<file path="config.mk">
export PLATFORM = sky130hd
export DESIGN_NAME = voronoi_nearest_seed_color_core
export DESIGN_NICKNAME = d
export VERILOG_FILES = /design/src/sv/vnsc_pkg.sv /design/src/sv/vnsc_dist.sv /design/src/sv/voronoi_nearest_seed_color_core.sv
export SDC_FILE = /design/constraint.sdc
export NUM_CORES = 1
export LEC_CHECK = 0
export BUFFER_PORTS_ARGS = -buffer_cell sky130_fd_sc_hd__buf_2
export CORE_MARGIN = 3
export CORE_UTILIZATION = 30
export DETAILED_ROUTE_END_ITERATION = 7
export SETUP_SLACK_MARGIN = 0.4
export SLEW_MARGIN = 20
export SYNTH_ARGS = -nofsm -noshare
export SYNTH_HDL_FRONTEND = slang
export SYNTH_SLANG_ARGS = --single-unit
</file>
<file path="constraint.sdc">
create_clock -name i_clk -period 11.3 [get_ports i_clk]
set_clock_uncertainty 0.15 [all_clocks]
set_input_delay 1.695 -clock i_clk [delete_from_list [all_inputs] [get_ports i_clk]]
set_output_delay 1.695 -clock i_clk [all_outputs]
set_load 0.02 [all_outputs]
</file>
<file path="src/sv/vnsc_pkg.sv">
// ----------------------------------------------------------------------------
// vnsc_pkg
// Shared types and constants of the nearest-seed color lookup.
// ----------------------------------------------------------------------------
package vnsc_pkg;

    localparam int MAX_SEEDS      = 8;
    localparam int IDX_W          = 3;
    localparam int COUNT_W        = 4;
    localparam int COORD_BITS_DEF = 5;
    localparam int COLOR_W        = 8;

    localparam logic [COUNT_W-1:0] SEED_COUNT_RST = COUNT_W'(7);

    typedef enum logic {
        CMD_WRITE = 1'b0,
        CMD_QUERY = 1'b1
    } t_cmd;

    typedef enum logic [1:0] {
        ST_IDLE,
        ST_SCAN,
        ST_DRAIN
    } t_state;

    typedef struct packed {
        logic [COLOR_W-1:0] red;
        logic [COLOR_W-1:0] green;
        logic [COLOR_W-1:0] blue;
    } t_color;

    // Control from the scan sequencer to the compare unit
    typedef struct packed {
        logic             clear;
        logic             cmp_vld;
        logic [IDX_W-1:0] idx;
    } t_scan_ctl;

endpackage

</file>
<file path="src/sv/vnsc_dist.sv">
// ----------------------------------------------------------------------------
// vnsc_dist
// Squared distance of one seed to the pixel and running nearest-seed select.
// ----------------------------------------------------------------------------
module vnsc_dist #(
    parameter int COORD_BITS = vnsc_pkg::COORD_BITS_DEF
) (
    input  logic                    i_clk,
    input  logic                    i_rst_n,
    input  vnsc_pkg::t_scan_ctl     i_ctl,
    input  logic [COORD_BITS-1:0]   i_px,
    input  logic [COORD_BITS-1:0]   i_py,
    input  logic [COORD_BITS-1:0]   i_seed_x,
    input  logic [COORD_BITS-1:0]   i_seed_y,
    input  vnsc_pkg::t_color        i_seed_color,
    output logic [vnsc_pkg::IDX_W-1:0] o_best_idx,
    output vnsc_pkg::t_color        o_best_color
);
    import vnsc_pkg::*;

    localparam int SQ_W   = 2 * COORD_BITS;
    localparam int DIST_W = SQ_W + 1;

    logic                  r_have;
    logic                  n_have;
    logic [DIST_W-1:0]     r_best_d;
    logic [DIST_W-1:0]     n_best_d;
    logic [IDX_W-1:0]      r_best_idx;
    logic [IDX_W-1:0]      n_best_idx;
    t_color                r_best_color;
    t_color                n_best_color;

    logic [COORD_BITS-1:0] dx;
    logic [COORD_BITS-1:0] dy;
    logic [SQ_W-1:0]       dx_sq;
    logic [SQ_W-1:0]       dy_sq;
    logic [DIST_W-1:0]     sq_dist;
    logic                  take;

    always_comb begin
        dx      = (i_px >= i_seed_x) ? (i_px - i_seed_x) : (i_seed_x - i_px);
        dy      = (i_py >= i_seed_y) ? (i_py - i_seed_y) : (i_seed_y - i_py);
        dx_sq   = SQ_W'(dx) * SQ_W'(dx);
        dy_sq   = SQ_W'(dy) * SQ_W'(dy);
        sq_dist = DIST_W'(dx_sq) + DIST_W'(dy_sq);
        // strict compare: on a tie the lower index stays
        take    = i_ctl.cmp_vld && (!r_have || (sq_dist < r_best_d));

        n_have       = r_have;
        n_best_d     = r_best_d;
        n_best_idx   = r_best_idx;
        n_best_color = r_best_color;
        if (i_ctl.clear) begin
            n_have = 1'b0;
        end else if (take) begin
            n_have       = 1'b1;
            n_best_d     = sq_dist;
            n_best_idx   = i_ctl.idx;
            n_best_color = i_seed_color;
        end
    end

    always_ff @(posedge i_clk) begin
        if (!i_rst_n) begin
            r_have <= 1'b0;
        end else begin
            r_have <= n_have;
        end
    end

    always_ff @(posedge i_clk) begin
        r_best_d     <= n_best_d;
        r_best_idx   <= n_best_idx;
        r_best_color <= n_best_color;
    end

    // next values include the compare of this cycle
    assign o_best_idx   = n_best_idx;
    assign o_best_color = n_best_color;

endmodule

</file>
<file path="src/sv/voronoi_nearest_seed_color_core.sv">
// ----------------------------------------------------------------------------
// voronoi_nearest_seed_color_core
// Seed table with brute-force nearest-seed color lookup.
// ----------------------------------------------------------------------------
// Input channel (i_in_valid / o_in_stall): one transaction per command.
//   A write command stores position and color in the seed table at
//   i_seed_slot and produces no result. A query command scans entries 0 ..
//   seed_count-1 (at least 0, at most 7) and returns nearest color and index.
// Output channel (o_out_valid / i_out_stall): one transaction per query.
// Config channel (i_cfg_valid / o_cfg_ready): writes seed_count; always ready.
// Timing: a write is stored when accepted. A query reads one table entry per cycle
//   from the seed memory in the scan step, then does the last compare and
//   the result load in the drain step; o_in_stall holds the next command
//   until the block is back in idle.
// Stall: the finished result waits in the output register; the block then
//   takes writes and starts the next query, which holds in its last step
//   until the output register frees.
// Reset: seed_count returns to 7, channels go empty; table contents are
//   undefined until written.
// ----------------------------------------------------------------------------
module voronoi_nearest_seed_color_core #(
    parameter int COORD_BITS = vnsc_pkg::COORD_BITS_DEF
) (
    input  logic                          i_clk,
    input  logic                          i_rst_n,
    input  logic                          i_cfg_valid,
    output logic                          o_cfg_ready,
    input  logic [vnsc_pkg::COUNT_W-1:0]  i_cfg_data,
    input  logic                          i_in_valid,
    output logic                          o_in_stall,
    input  logic                          i_command,
    input  logic [vnsc_pkg::IDX_W-1:0]    i_seed_slot,
    input  logic [COORD_BITS-1:0]         i_coord_x,
    input  logic [COORD_BITS-1:0]         i_coord_y,
    input  logic [vnsc_pkg::COLOR_W-1:0]  i_seed_red,
    input  logic [vnsc_pkg::COLOR_W-1:0]  i_seed_green,
    input  logic [vnsc_pkg::COLOR_W-1:0]  i_seed_blue,
    output logic                          o_out_valid,
    input  logic                          i_out_stall,
    output logic [vnsc_pkg::COLOR_W-1:0]  o_pixel_red,
    output logic [vnsc_pkg::COLOR_W-1:0]  o_pixel_green,
    output logic [vnsc_pkg::COLOR_W-1:0]  o_pixel_blue,
    output logic [vnsc_pkg::IDX_W-1:0]    o_nearest_index
);
    import vnsc_pkg::*;

    typedef struct packed {
        logic [COORD_BITS-1:0] x;
        logic [COORD_BITS-1:0] y;
        t_color                color;
    } t_entry;

    t_entry                r_mem [MAX_SEEDS];
    t_entry                r_rd_data;

    t_state                r_state;
    t_state                n_state;
    logic [COUNT_W-1:0]    r_seed_count;
    logic [IDX_W-1:0]      r_rd_idx;
    logic [IDX_W-1:0]      n_rd_idx;
    logic [IDX_W-1:0]      r_last_idx;
    logic [IDX_W-1:0]      n_last_idx;
    logic [COORD_BITS-1:0] r_px;
    logic [COORD_BITS-1:0] r_py;
    logic                  r_cmp_vld;
    logic [IDX_W-1:0]      r_cmp_idx;
    logic                  r_out_valid;
    logic                  n_out_valid;
    t_color                r_out_color;
    logic [IDX_W-1:0]      r_out_idx;

    logic                  in_accept;
    logic                  is_query;
    logic                  out_free;
    logic                  load_out;
    logic                  mem_we;
    t_entry                wr_entry;
    t_scan_ctl             scan_ctl;
    logic [IDX_W-1:0]      best_idx;
    t_color                best_color;

    assign o_cfg_ready = 1'b1;
    assign o_in_stall  = (r_state != ST_IDLE);
    assign in_accept   = i_in_valid && !o_in_stall;
    assign is_query    = (i_command == CMD_QUERY);
    assign mem_we      = in_accept && !is_query;
    assign out_free    = !r_out_valid || !i_out_stall;

    always_comb begin
        wr_entry.x           = i_coord_x;
        wr_entry.y           = i_coord_y;
        wr_entry.color.red   = i_seed_red;
        wr_entry.color.green = i_seed_green;
        wr_entry.color.blue  = i_seed_blue;
    end

    // Seed table: one write port, one registered read port
    always_ff @(posedge i_clk) begin
        if (mem_we) begin
            r_mem[i_seed_slot] <= wr_entry;
        end
        r_rd_data <= r_mem[r_rd_idx];
    end

    // Last index scanned: zero counts as one, large counts saturate
    always_comb begin
        if (r_seed_count == '0) begin
            n_last_idx = '0;
        end else if (r_seed_count >= COUNT_W'(MAX_SEEDS)) begin
            n_last_idx = IDX_W'(MAX_SEEDS - 1);
        end else begin
            n_last_idx = IDX_W'(r_seed_count - COUNT_W'(1));
        end
    end

    always_comb begin
        n_state     = r_state;
        n_rd_idx    = r_rd_idx;
        load_out    = 1'b0;
        n_out_valid = r_out_valid && i_out_stall;
        unique case (r_state)
            ST_IDLE: begin
                if (in_accept && is_query) begin
                    n_rd_idx = '0;
                    n_state  = ST_SCAN;
                end
            end
            ST_SCAN: begin
                n_rd_idx = r_rd_idx + IDX_W'(1);
                if (r_rd_idx == r_last_idx) begin
                    n_state = ST_DRAIN;
                end
            end
            ST_DRAIN: begin
                // hold the result until the output register frees
                if (out_free) begin
                    load_out = 1'b1;
                    n_state  = ST_IDLE;
                end
            end
            default: begin
                n_state = ST_IDLE;
            end
        endcase
        if (load_out) begin
            n_out_valid = 1'b1;
        end
    end

    always_ff @(posedge i_clk) begin
        if (!i_rst_n) begin
            r_state      <= ST_IDLE;
            r_seed_count <= SEED_COUNT_RST;
            r_rd_idx     <= '0;
            r_cmp_vld    <= 1'b0;
            r_out_valid  <= 1'b0;
        end else begin
            r_state   <= n_state;
            r_rd_idx  <= n_rd_idx;
            r_cmp_vld <= (r_state == ST_SCAN);
            r_out_valid <= n_out_valid;
            if (i_cfg_valid && o_cfg_ready) begin
                r_seed_count <= i_cfg_data;
            end
        end
    end

    always_ff @(posedge i_clk) begin
        r_cmp_idx <= r_rd_idx;
        if (in_accept && is_query) begin
            r_px       <= i_coord_x;
            r_py       <= i_coord_y;
            r_last_idx <= n_last_idx;
        end
        if (load_out) begin
            r_out_color <= best_color;
            r_out_idx   <= best_idx;
        end
    end

    always_comb begin
        scan_ctl.clear   = in_accept && is_query;
        scan_ctl.cmp_vld = r_cmp_vld;
        scan_ctl.idx     = r_cmp_idx;
    end

    vnsc_dist #(
        .COORD_BITS (COORD_BITS)
    ) u_dist (
        .i_clk        (i_clk),
        .i_rst_n      (i_rst_n),
        .i_ctl        (scan_ctl),
        .i_px         (r_px),
        .i_py         (r_py),
        .i_seed_x     (r_rd_data.x),
        .i_seed_y     (r_rd_data.y),
        .i_seed_color (r_rd_data.color),
        .o_best_idx   (best_idx),
        .o_best_color (best_color)
    );

    assign o_out_valid     = r_out_valid;
    assign o_pixel_red     = r_out_color.red;
    assign o_pixel_green   = r_out_color.green;
    assign o_pixel_blue    = r_out_color.blue;
    assign o_nearest_index = r_out_idx;

    // A new result only appears at the end of a scan
    a_result_from_drain: assert property (@(posedge i_clk) disable iff (!i_rst_n)
        $rose(o_out_valid) |-> $past(r_state) == ST_DRAIN)
        else $error("result raised outside the drain step");

    // Compare data is only live during or right after a scan
    a_cmp_in_scan: assert property (@(posedge i_clk) disable iff (!i_rst_n)
        r_cmp_vld |-> (r_state == ST_SCAN || r_state == ST_DRAIN))
        else $error("compare strobe outside a scan");

    // During a scan the read address never passes the last seed in use
    a_rd_bound: assert property (@(posedge i_clk) disable iff (!i_rst_n)
        r_state == ST_SCAN |-> r_rd_idx <= r_last_idx)
        else $error("scan read beyond seed count");

    // Leaving the drain step always loads the output register
    a_drain_loads: assert property (@(posedge i_clk) disable iff (!i_rst_n)
        (r_state == ST_DRAIN && n_state == ST_IDLE) |=> o_out_valid)
        else $error("drain finished without a result");

endmodule
</file>
==> reports/results.txt, run 1 <==
relative slew slack: 28.17%
layout cells sized above 1: 25.79%
kind of cell adding the most delay to the critical path: adder cells
die area: 0.05802 mm2
HP Class: flop to flop
Critical R2R Launch: r_py[1]
syn_nets: 1077
WP buf/inv: 3
Post-Syn Area: 0.01655 mm2
Final min period: 8.688 ns
VDD IR max: 175.2 uV
clock latency on the worst-skew pair: 0.57 ns
post-route ant nets: 0
row count: 85
Clock Tree Buf Depth: 3
CTS sink cnt: 399
Hold Buf Count CTS: 0
Routed WL per cell: 19.12 um
Critical Path AT: 8.69 ns
Die H: 240.9 um
I/O pin count: 77
period utilization: 76.89%
core area: 0.05424 mm2
TritonRoute pass-1 iters: 5
clk slew on worst S/H paths: 0.06 ns
synthesized flop and latch total: 399
detailed-route via count: 8301
crit start category: flop
CP max-delay cell: nor2_1
post_cts resized: 0
TritonCTS buffer count: 42
Max Cap Viol: 0
drt drc: 0
DP HPWL: 19840 um
synthesized instance count: 946
max-slew violation count: 0
most used cell, CP: fa_1
All-Layer GR Usage: 11.88%
PD cells: 229.7 mW/mm2
Slowest Stage Delay on Critical Path: 0.78 ns
gpl congestion: 0.7683
nature of the critical path endpoint: flop
largest net degree at the start of global routing: 51
Initial Utilization: 30.51%
antenna violations before repair: 8
Final Setup Violations: 0
Post-Route WL: 33930 um
Unique masters post-synth: 52
layout net count: 1176
Worst-Margin Slew: 1.077 ns
start point of the critical path: r_py[1]
vias in the first global route: 8677
GRT Residual Overflow: 0
sequential element share of the synthesized area: 67.81%
commonest non-fill, non-tap cells in the layout: edfxtp_1 (323), inv_1 (86), buf_2 (75)
status: completed
HP Start: r_cmp_vld
Req. time, crit path: 11.31 ns
Leakage: 6.877 nW
CTS tree: yes
root buffer cell: clkbuf_16
Post-CTS Setup Bufs: 0
yosys warns: 0
fraction of registers with async set or reset after synthesis: 0%
Post-synth EDFFs: 323
most common cell after layout, fill and taps aside: edfxtp_1
setup_tns: 0 ns
Final Hold Vio Count: 0
die width: 240.9 um
FMAX: 115.1 MHz
area grow syn2layout: 15.70%
via/cell ratio: 4.677
IO buf count: 75
RSZ-0062 raised after global routing: false
final instance area: 0.01915 mm2
placed inst area: 0.01778 mm2
Critical Path Fanout Max: 28
# fillers: 5037
1st-iter DRT viols: 603
Primary FF master, synth: edfxtp_1
htree depth: 2
crit path kind: flop to flop
first-pass GRT wire length: 52320 um
syn avg cell area: 17.49 um2
through the flow:
stage / setup WS (ns) / std cells / hold WS (ns) / power (W) / util (%)
3_3_place_gp: 2.559 / 1697 / 0.3037 / 0.003062 / 32.78
6_report: 2.612 / 1775 / 0.2868 / 0.004398 / 35.30
4_1_cts: 2.320 / 1774 / 0.2927 / 0.004451 / 35.29
3_5_place_dp: 2.371 / 1697 / 0.3028 / 0.003084 / 32.78
2_1_floorplan: 3.469 / 946 / 0.1790 / 0.002794 / -
5_1_grt: 2.022 / 1774 / 0.2984 / 0.004722 / 35.29
worst reg2reg max path, stage by stage (launching register included):
cell and delay (ns):
edfxtp_1 0.48, ha_1 0.36, nand2_1 0.06, o21ai_1 0.28, a31o_2 0.24, mux2i_1 0.39, inv_1 0.16, and2_1 0.19
fa_1 0.51, inv_1 0.05, fa_1 0.46, fa_1 0.52, inv_1 0.06, fa_1 0.47, fa_1 0.49, ha_1 0.34
a21o_1 0.18, a21oi_1 0.21, nor2_1 0.08, a211oi_1 0.34, xnor2_1 0.21, ha_1 0.28, a21o_1 0.16, a21o_1 0.17
a21o_1 0.21, a21o_2 0.46, nor2_1 0.78
logic make-up after synthesis:
kind of cell / count (synthesis) / synth area share [%]
simple gates: 97 / 2.752
fa+ha+maj: 84 / 7.485
mux: 113 / 12.26
xor+xnor: 18 / 0.9527
compound gates: 114 / 5.603
flops: 399 / 67.81
buf+inv: 120 / 3.115
other cells: 1 / 0.02266
sequential cells by signal, indices dropped and copies added, names as in the netlist, 4 cells and up:
signal / cells
r_seed_count: 4
o_pixel_red: 8
o_pixel_blue: 8
u_dist.r_best_color: 24
u_dist.r_best_d: 11
r_px: 5
r_mem: 272
r_rd_data: 34
o_pixel_green: 8
r_py: 5
worst paths after layout:
check / endpoint / slack, ns / cells after the start
max: u_dist.r_best_d[3] / 2.61 / 26
min: u_dist.r_have / 0.29 / 2
max reg2reg: u_dist.r_best_d[3] / 2.61 / 26
min reg2reg: u_dist.r_have / 0.29 / 2
layout make-up:
type / count / area (um2) / area share [%]
Timing Repair Buffer: 89 / 480.5 / 2.509
Multi-Input combinational cell: 427 / 4880 / 25.49
Antenna cell: 1 / 2.502 / 0.01307
Sequential cell: 399 / 11230 / 58.64
Inverter: 86 / 322.8 / 1.686
Clock buffer: 65 / 1229 / 6.417
Tap cell: 696 / 870.8 / 4.548
Clock inverter: 12 / 133.9 / 0.6993
where the power goes:
part	total (W)	switching, W	internal [W]	leakage (nW)
Clock	0.00134	0.000547	0.000796	0.662
Combinational	0.00128	0.000698	0.000578	2.66
Sequential	0.00178	0.0000464	0.00173	3.56
synth_stat cells (3+ instances only):
library cell,number,share of area (%)
fa_1,25,3.0
edfxtp_1,323,59
buf_4,3,0.14
xor2_1,6,0.32
xnor2_1,12,0.64
mux4_2,68,9.3
ha_1,59,4.5
a22o_2,8,0.48
dfxtp_1,76,9.2
buf_2,10,0.30
a21o_1,12,0.54
a22o_1,20,1.1
o21bai_1,4,0.18
nand3_1,5,0.15
inv_1,86,2.0
buf_6,5,0.34
clkbuf_1,14,0.32
o211ai_1,3,0.14
mux2i_1,9,0.54
and2_1,7,0.26
a221o_1,27,1.6
nand2b_1,7,0.26
nor2_1,35,0.79
a21oi_1,21,0.64
nor2b_1,6,0.23
mux2_2,35,2.4
o21ai_0,7,0.21
nand2_1,25,0.57
layer usage:
| metal | routed length [um] | global-route usage, % |
|---|---|---|
| met5 | 81 | 0 |
| met2 | 16060 | 19.54 |
| met3 | 1825 | 3.005 |
| met1 | 15410 | 16.01 |
| met4 | 545 | 2.571 |
(Power assumes the default switching activity.)
==> run 2, diff against run 1 <==
- clock period: 11.3 -> 7.6 ns (I/O delays scaled with it)
==> reports/results.txt, run 2 (same netlist as run 1, synthesis figures left out) <==
status: completed
largest net degree at the start of global routing: 61
CTS tree: yes
Post-Route WL: 34180 um
Final Setup Violations: 0
Routed WL per cell: 18.72 um
1st-iter DRT viols: 488
detailed-route via count: 8434
drt drc: 0
Inst Count DP: 1709
crit path kind: flop to flop
htree depth: 2
row count: 85
Worst-Margin Slew: 1.082 ns
commonest non-fill, non-tap cells in the layout: edfxtp_1 (323), inv_1 (83), buf_2 (75)
TritonCTS buffer count: 41
max reg flops: 272
core area: 0.05424 mm2
Final min period: 7.557 ns
layout cells sized above 1: 32.74%
sw frac: 29.08%
VDD IR max: 279.0 uV
Hold Buf Count CTS: 0
Critical Path AT: 7.70 ns
Reg with most FFs: r_mem
clock power share: 30.2%
GRT Residual Overflow: 0
via/cell ratio: 4.619
Leakage: 7.225 nW
met2 Track Usage GR: 19.96%
die width: 240.9 um
relative slew slack: 27.68%
M3 GR Usage: 2.674%
Combinational Power Share: 31.7%
max-slew violation count: 0
Initial Utilization: 30.51%
PD cells: 348.3 mW/mm2
Top Usage Layer GRT: met2
final instance area: 0.01995 mm2
layout net count: 1222
Max Cap Viol: 0
Final Hold Vio Count: 0
TritonRoute pass-1 iters: 4
period utilization: 99.43%
first-pass GRT wire length: 52780 um
PnR worst setup slack: 0.04312 ns
clk slew on worst S/H paths: 0.06 ns
area grow syn2layout: 20.54%
root buffer cell: clkbuf_16
CTS sink cnt: 399
Die H: 240.9 um
die area: 0.05802 mm2
All-Layer GR Usage: 11.90%
CP max-delay cell: edfxtp_1
pre-CTS setup slack: -0.04406 ns
met1 usage: 15.78%
vias in the first global route: 9064
HP Class: flop to flop
RSZ-0062 raised after global routing: true
Clock Tree Buf Depth: 3
post-route ant nets: 0
Register Area: 0.01123 mm2
placed inst area: 0.01806 mm2
I/O pin count: 77
antenna violations before repair: 7
Finished Layout Cells: 1826
multi-input logic area: 0.005130 mm2
crit start category: flop
FMAX: 132.3 MHz
Int Power: 0.004927 W
P_sw: 0.002021 W
Critical Path Fanout Max: 7
DP HPWL: 19900 um
most used cell, CP: buf_4
r2r setup slk: 0.04 ns
sequential power share: 38.1%
IO buf count: 75
Min Hold Slack: 0.3287 ns
Slowest Stage Delay on Critical Path: 0.49 ns
most common cell after layout, fill and taps aside: edfxtp_1
# fillers: 5029
nature of the critical path endpoint: flop
clock latency on the worst-skew pair: 0.57 ns
Top Registers: r_mem (272), r_rd_data (34), u_dist.r_best_color (24)
Req. time, crit path: 7.74 ns
gpl congestion: 0.7583
==> run 2: path summary, 6_finish.rpt <==
kind | from | endpoint | depth (start not counted)
hold / removal | r_cmp_vld | u_dist.r_have | 2
setup reg to reg | r_py[1] | o_pixel_blue[3] | 36
hold reg to reg | r_cmp_vld | u_dist.r_have | 2
setup / recovery | r_py[1] | o_pixel_blue[3] | 36
==> run 2: what timing repair did <==
item / in CTS / in global routing
setup endpoints to repair: 65 / 65
pin swaps: 19 / 24
gates cloned: 2 / 1
resized for setup: 13 / 14
buffers inserted: 24 / 8
==> run 2: metrics by stage <==
step                total power, W  setup TNS [ns]  utilization (%)
finish                    0.006948               0            36.78
CTS                       0.006923         -0.4231            36.50
global placement          0.004655               0            33.30
floorplan                 0.004259               0                -
detailed placement        0.004692         -0.4711            33.30
global route              0.007398          -17.09            36.75
==> run 2: per-layer routing <==
| layer | wire, um | vias up |
|---|---|---|
| met1 | 15220 | 4320 |
| met2 | 16520 | 154 |
| met4 | 540 | 4 |
| li1 | - | 3915 |
| met3 | 1876 | 41 |
| met5 | 30 | - |
==> run 2: power groups by stage <==
stage,Sequential [W],Combinational [W],Clock [W]
floorplan,0.00266,0.00159,0
global placement,0.00269,0.00197,0
detailed placement,0.00269,0.00201,0
CTS,0.00265,0.00213,0.00214
global route,0.00266,0.00251,0.00223
finish,0.00265,0.00220,0.00210
==> run 2: critical path, delay by kind of cell, from the launching register on <==
kind            cells  cell delay (ns)
xor+xnor            2             0.41
buf+inv            14             1.65
fa+ha+maj           6             2.13
flops               1             0.49
simple gates        3             0.25
compound gates     10             1.90
mux                 1             0.27
==> run 2: cell type report <==
type                       count  area share (%)
sequential                   399           56.29
multi-input combinational    427           25.72
antenna                        6         0.07527
tap                          696           4.366
inverter                      86           1.618
clock inverter                16           1.261
timing repair buffer         136           4.667
clock buffer                  60           6.009
==> run 3, diff against run 2 <==
- SETUP_SLACK_MARGIN: 0.4 -> unset
==> reports/results.txt, run 3 (same netlist as run 1, synthesis figures left out) <==
Routed WL per cell: 18.67 um
post-route ant nets: 0
Crit path depth: 28
sw frac: 29.07%
Int Power: 0.004802 W
final instance area: 0.01981 mm2
TritonRoute pass-1 iters: 5
nature of the critical path endpoint: flop
RSZ-0062 raised after global routing: true
reg2reg path depth: 28
DP HPWL: 19970 um
max reg flops: 272
most used cell, CP: fa_1
All-Layer GR Usage: 11.64%
Final Hold Vio Count: 0
placed inst area: 0.01811 mm2
core area: 0.05424 mm2
Req. time, crit path: 7.75 ns
Initial Utilization: 30.51%
Critical Path AT: 7.69 ns
FMAX: 132.6 MHz
CP max-delay cell: fa_1
GRT Residual Overflow: 0
VDD IR max: 282.8 uV
IO buf count: 75
kind of cell adding the most delay to the critical path: adder cells
Max Cap Viol: 0
Clock Tree Buf Depth: 3
crit path kind: flop to flop
clk slew on worst S/H paths: 0.06 ns
Critical Path Fanout Max: 5
largest net degree at the start of global routing: 68
root buffer cell: clkbuf_16
I/O pin count: 77
clock power share: 30.2%
Worst-Margin Slew: 1.047 ns
setup_tns: 0 ns
layout cells sized above 1: 31.88%
drt drc: 0
Post-Route WL: 33980 um
Min-Delay Path Depth: 0
clock latency on the worst-skew pair: 0.55 ns
Top Registers: r_mem (272), r_rd_data (34), u_dist.r_best_color (24)
TritonCTS buffer count: 42
layout net count: 1221
via/cell ratio: 4.655
die area: 0.05802 mm2
relative slew slack: 30.22%
sequential power share: 39.0%
die width: 240.9 um
area grow syn2layout: 19.70%
P_sw: 0.001968 W
Die H: 240.9 um
vias in the first global route: 8752
1st-iter DRT viols: 663
first-pass GRT wire length: 51620 um
PD cells: 341.8 mW/mm2
htree depth: 2
Final min period: 7.542 ns
commonest non-fill, non-tap cells in the layout: edfxtp_1 (323), inv_1 (83), buf_2 (75)
Combinational Power Share: 30.8%
CTS tree: yes
status: completed
Slowest Stage Delay on Critical Path: 0.60 ns
Hold Buf Count CTS: 0
Leakage: 7.171 nW
most common cell after layout, fill and taps aside: edfxtp_1
gpl congestion: 0.7446
detailed-route via count: 8472
Reg with most FFs: r_mem
max-slew violation count: 0
WP buf/inv: 4
row count: 85
antenna violations before repair: 5
HP Class: flop to flop
CTS sink cnt: 399
period utilization: 99.24%
Final Setup Violations: 0
crit start category: flop
[run 3: metrics by stage]
stage | total power [W] | hold WS, ns | std cells | worst slack, ns | util (%)
after floorplan | 0.004168 | 0.1790 | 946 | 0.02481 | -
after global routing | 0.007223 | 0.2828 | 1819 | -0.2643 | 36.51
after CTS | 0.006822 | 0.2783 | 1811 | 0.007969 | 36.05
after global placement | 0.004662 | 0.2705 | 1734 | -0.05537 | 33.40
after detailed placement | 0.004700 | 0.2743 | 1734 | -0.1803 | 33.40
final | 0.006769 | 0.2717 | 1820 | 0.05780 | 36.52
[run 3: power groups by stage]
stage          clock, W  combinational, W  sequential, W
6_report        0.00204           0.00208        0.00264
3_5_place_dp          0           0.00202        0.00268
3_3_place_gp          0           0.00198        0.00268
2_1_floorplan         0           0.00150        0.00266
4_1_cts         0.00210           0.00208        0.00264
5_1_grt         0.00218           0.00239        0.00265
[run 3: layout make-up]
| class | instances | area, um2 |
|---|---|---|
| Fill cell | 5011 | 34430 |
| Sequential cell | 399 | 11230 |
| Multi-Input combinational cell | 427 | 5050 |
| Clock buffer | 59 | 1206 |
| Timing Repair Buffer | 134 | 930.9 |
| Tap cell | 696 | 870.8 |
| Inverter | 86 | 322.8 |
| Clock inverter | 18 | 197.7 |
| Antenna cell | 1 | 2.502 |
[run 3: repair_timing]
action / in CTS / in global routing
endpoints found under the hold margin: 0 / 0
gates cloned: 0 / 3
gates resized for setup: 7 / 27
pin swaps: 6 / 28
buffers inserted: 0 / 4
setup endpoints to repair: 65 / 65
[run 3: path summary, 6_finish.rpt]
kind	start	end	slack, ns
setup / recovery	r_py[0]	o_nearest_index[2]	0.06
hold / removal	r_rd_idx[1]	r_cmp_idx[1]	0.27
setup reg to reg	r_py[0]	o_nearest_index[2]	0.06
hold reg to reg	r_rd_idx[1]	r_cmp_idx[1]	0.27
[run 3: routing by layer]
layer,share of wire [%],vias up,track usage [%],routed length (um)
met3,4.7,44,2.388,1587
met2,48,158,18.83,16160
met5,0.079,-,0,27
met1,46,4348,16.03,15640
li1,-,3918,-,-
met4,1.7,4,3.241,572
